File: src/rtl/wesu_pkg.sv
// shared types and constants for the wheel energy/speed update block
package wesu_pkg;

  typedef enum logic [1:0] {
    ALU_MUL = 2'd0,
    ALU_ADD = 2'd1,
    ALU_SUB = 2'd2
  } alu_op_t;

  typedef struct packed {
    alu_op_t     op;
    logic [63:0] a;
    logic [63:0] b;
  } alu_req_t;

  typedef struct packed {
    logic [63:0] y;
    logic        c;   // carry out on add, borrow on sub
  } alu_rsp_t;

  typedef enum logic [1:0] {
    CFG_INERTIA = 2'd0,
    CFG_AXIS_X  = 2'd1,
    CFG_AXIS_Y  = 2'd2,
    CFG_AXIS_Z  = 2'd3
  } cfg_idx_t;

  localparam logic [31:0] INERTIA_RST = 32'h1000_0000;
  localparam logic [15:0] AXIS_X_RST  = 16'h4000;
  localparam logic [30:0] U_MAX       = 31'h4000_0000;
  localparam logic [63:0] D_CLAMP     = 64'h8000_0000_0000_0000;
  localparam logic [63:0] SQRT_BIT0   = 64'h4000_0000_0000_0000;
  localparam logic [47:0] E_MAX       = 48'hFFFF_FFFF_FFFF;

endpackage

File: src/rtl/wesu_alu.sv
// shared arithmetic unit: 32x32 multiplier and 64-bit add/subtract
module wesu_alu (
  input  wesu_pkg::alu_req_t req,
  output wesu_pkg::alu_rsp_t rsp
);
  import wesu_pkg::*;

  logic [64:0] sum;
  logic [64:0] dif;
  logic [63:0] prod;

  assign sum  = {1'b0, req.a} + {1'b0, req.b};
  assign dif  = {1'b0, req.a} - {1'b0, req.b};
  assign prod = req.a[31:0] * req.b[31:0];

  always_comb begin
    case (req.op)
      ALU_MUL: begin
        rsp.y = prod;
        rsp.c = 1'b0;
      end
      ALU_ADD: begin
        rsp.y = sum[63:0];
        rsp.c = sum[64];
      end
      ALU_SUB: begin
        rsp.y = dif[63:0];
        rsp.c = dif[64];
      end
      default: begin
        rsp.y = 64'd0;
        rsp.c = 1'b0;
      end
    endcase
  end

endmodule

File: config.mk
export PLATFORM = sky130hd
export DESIGN_NAME = wesu_alu
export DESIGN_NICKNAME = d
export VERILOG_FILES = /design/src/rtl/wesu_pkg.sv /design/src/rtl/wesu_alu.sv
export SDC_FILE = /design/constraint.sdc
export NUM_CORES = 2
export LEC_CHECK = 0
export BUFFER_PORTS_ARGS = -buffer_cell sky130_fd_sc_hd__buf_2
export CELL_PAD_IN_SITES_DETAIL_PLACEMENT = 1
export CELL_PAD_IN_SITES_GLOBAL_PLACEMENT = 1
export CORE_ASPECT_RATIO = 1.1
export CORE_MARGIN = 3
export CORE_UTILIZATION = 40
export DETAILED_ROUTE_END_ITERATION = 10
export PLACE_DENSITY = 0.79
export SLEW_MARGIN = 20
export SYNTH_ARGS = -nofsm -noshare
export SYNTH_HDL_FRONTEND = slang
export SYNTH_SLANG_ARGS = --single-unit
export TNS_END_PERCENT = 5
File: constraint.sdc
create_clock -name vclk -period 11
set_clock_uncertainty 0.2 [all_clocks]
set_input_delay 1.1 -clock vclk [all_inputs]
set_output_delay 1.1 -clock vclk [all_outputs]
set_load 0.01 [all_outputs]
======== After elaboration in Yosys (flattened, before gate mapping) ========
Index checks and enable logic that the tools add are counted.
word-level totals
  register bits after elaboration ......... 0
  bits of input ports ..................... 130
  logic and storage cells ................. 7
operators by class
  add/subtract/negate cells ............... 2
  multipliers ............................. 1
  equality and inequality tests ........... 2
  mux-type cells .......................... 1
  reduce and logical (&&, ||, !) cells .... 1
operator list
  cell                                                 number
  one-hot mux 65 bit (3 select lines)                  1
  adder 64 x 64 -> 65 bit                              1
  subtractor 64 x 64 -> 65 bit                         1
  multiplier 32 x 32 -> 64 bit                         1
  equality test 2 x 1 -> 1 bit, second input constant  1
  equality test 2 bit, second input constant           1
  zero test 2 bit                                      1

======== Logic depth before layout (Yosys ltp) ========
  word-level depth ........................ 2
  mapped depth ............................ 29
  mapped depth without buffers ............ 27

======== Worst setup path after synthesis ========
Ideal clock, no wire load.
  path kind ............................... in2out
  start ................................... input req[8] in the netlist's numbering
  end ..................................... output rsp[61] in the netlist's numbering
  arrival time ............................ 7985 ps
  data required time ...................... 9700 ps
  path slack .............................. 1715 ps
  stages .................................. 25
  path buffers ............................ 2
  path through ............................ clkbuf_1 nand2_1 fa_1 fa_1 fa_1 fa_1 inv_1 fa_1 fa_1 fa_1 inv_1 fa_1 inv_1 ha_1 buf_2 nand4_1 or4b_1 o211a_1 o2111ai_2 and2_1 and3_1 o41ai_2 o41ai_2 xnor2_1 o221ai_1
RTL lines
  element             RTL line       text
  start: declaration  wesu_alu.sv:3  input wesu_pkg::alu_req_t req,
  end: declaration    wesu_alu.sv:4  output wesu_pkg::alu_rsp_t rsp

==> flow_summary.ini <==
[grt]
grt_pass1_vias = 42208
globalRouteOverflowTotal = 0
antenna_found_initial = 11
grt_usage_pct = 29.7
grt_pass1_wl_mm = 249
grt_max_degree = 56

[clock_tree]
cts_hold_buf = 0
postCtsSetupBuffers = 0
cts_resized = 0

[worst_setup_path]
cp-start-kind = input pin
cp_max_fo = 23
worstPathArrival_ns = 9.48
path_class = input pin to primary output
endpoint = rsp[59]
startpoint = req[76]
cp-end-kind = primary output
worstPathRequired_ns = 9.70

[timing]
worst_slack_ns = 0.217
tightest_slew_ns = 1.10
hold_viol_final = 0
min_period_ns = 10.78
rsz0062_at_grt = false
holdWs_ns = 2.61
fmax_mhz = 92.7
slew_violations = 0
max_slew_margin_pct = 26.5
setup_viol = 0
post-route-period-util_pct = 98.0
setup_tns_ns = 0

[placed_design]
port_buffers = 195
dp_slack_ns = 0.236
dp_hpwl_mm = 135
gp_congestion = 0.943

[detailed_routing]
drtAntennaViolNets = 0
first_pass_iters = 5
vias_per_cell = 5.77
wl_per_cell_um = 25.1
drtIter0Drc = 2562
vias = 37036
drc_errors = 0
wirelength_mm = 161

[final_layout]
layout.nets = 6454
area_growth_syn_to_layout_pct = 5.61
clockBufferCount = 0
seq_cells = 0
drive_above_1_share_pct = 7.07
seq_area_um2 = 0

[job]
maxCapViolations = 0

[floorplan]
die_w_um = 315
dieArea_um2 = 109000
io_pins = 195
start_util_pct = 40.3
core_um2 = 104000
die_h_um = 346
row_count = 124

[logic_synthesis]
ys.warnings.count = 0
synth_top_area_share_pct = 42.8
synth_area_leaders = fa_1 43%, ha_1 12%, inv_1 8.9%
syn-num-nets = 6464
ys_seq_area_share_pct = 0
synthTopCellsByCount = 1000 x inv_1, 898 x fa_1, 562 x and2_1, 542 x nand2_1, 391 x ha_1
yosysTopAreaCell = fa_1
synth_most_common_cell = inv_1
syn_area_um2 = 42000
synthCells = 5045
synth.distinct_cells = 99
syn_area_per_cell_um2 = 8.32

[outcome]
status = finished, final reports clean

[hold_path]
hp-class = input pin to primary output
-- logic make-up after synthesis --
logic type                 count (synthesis)  share of synthesized area [%]
AOI/OAI and AO/OA                        782                           12.6
muxes                                     12                          0.292
and+or+nand+nor                         1544                           18.6
adders and majority gates               1289                           54.5
xor gates and xnor gates                 101                           2.11
buffers and inverters                   1317                           11.9
-- placed cells by master (no fill, tap or decap), drive strengths merged, types with 17 or more instances in the layout --
cell	instances
nor2b	22
ha	391
o22ai	58
buf	287
o21bai	58
o31ai	25
and2	562
inv	1006
o221ai	17
o21ai	118
o21a	23
a21o	65
a21oi	224
nand2b	27
fa	898
nand3	45
a31oi	20
nand4	37
nor2	197
xnor2	72
o211ai	17
nand2	542
xor2	29
nor3	36
a221oi	33
nor4	20
-- critical path, cell delays in order --
cell       delay [ns]
buf_2            0.24
buf_4            0.39
and2_1           0.22
fa_1             0.43
fa_1             0.51
inv_1            0.07
fa_1             0.52
fa_1             0.54
inv_1            0.06
fa_1             0.59
fa_1             0.45
fa_1             0.57
fa_1             0.48
ha_1             0.43
nand4_1          0.25
nor4_2           0.44
nand3_1          0.15
o2111ai_2        0.38
a21oi_1          0.18
nor3_1           0.34
a21o_1           0.25
a21oi_1          0.10
mux2i_1          0.13
or3_1            0.45
buf_2            0.17
-- through the flow --
stage,instances,util (%),instance area (um2)
after floorplan,5045,-,42000
after global placement,6419,42.5,44300
after detailed placement,6419,42.5,44300
after CTS,6419,42.5,44300
after global routing,6419,42.6,44300
final,6421,42.6,44300
-- cell type report --
type	count	area, um2
timing repair buffer	295	1790
antenna	2	5.00
multi-input combinational	3728	37000
inverter	1010	3790
tap	1386	1730
fill	12538	59800
-- how the worst min path moves through the flow --
stage                         from      to  cells past startpoint
after floorplan             req[0]  rsp[1]                      2
after global placement    req[127]  rsp[0]                      5
after detailed placement  req[127]  rsp[0]                      5
after CTS                 req[127]  rsp[0]                      5
after global routing      req[127]  rsp[0]                      5
final                     req[127]  rsp[0]                      5
-- metal layers --
layer / GRT usage [%] / part of all wire, % / vias to the layer above
li1: - / - / 15667
met1: 36.4 / 38 / 19282
met2: 51.4 / 49 / 1574
met3: 3.75 / 6.8 / 505
met4: 14.3 / 5.8 / 8
met5: 0 / 0.039 / -
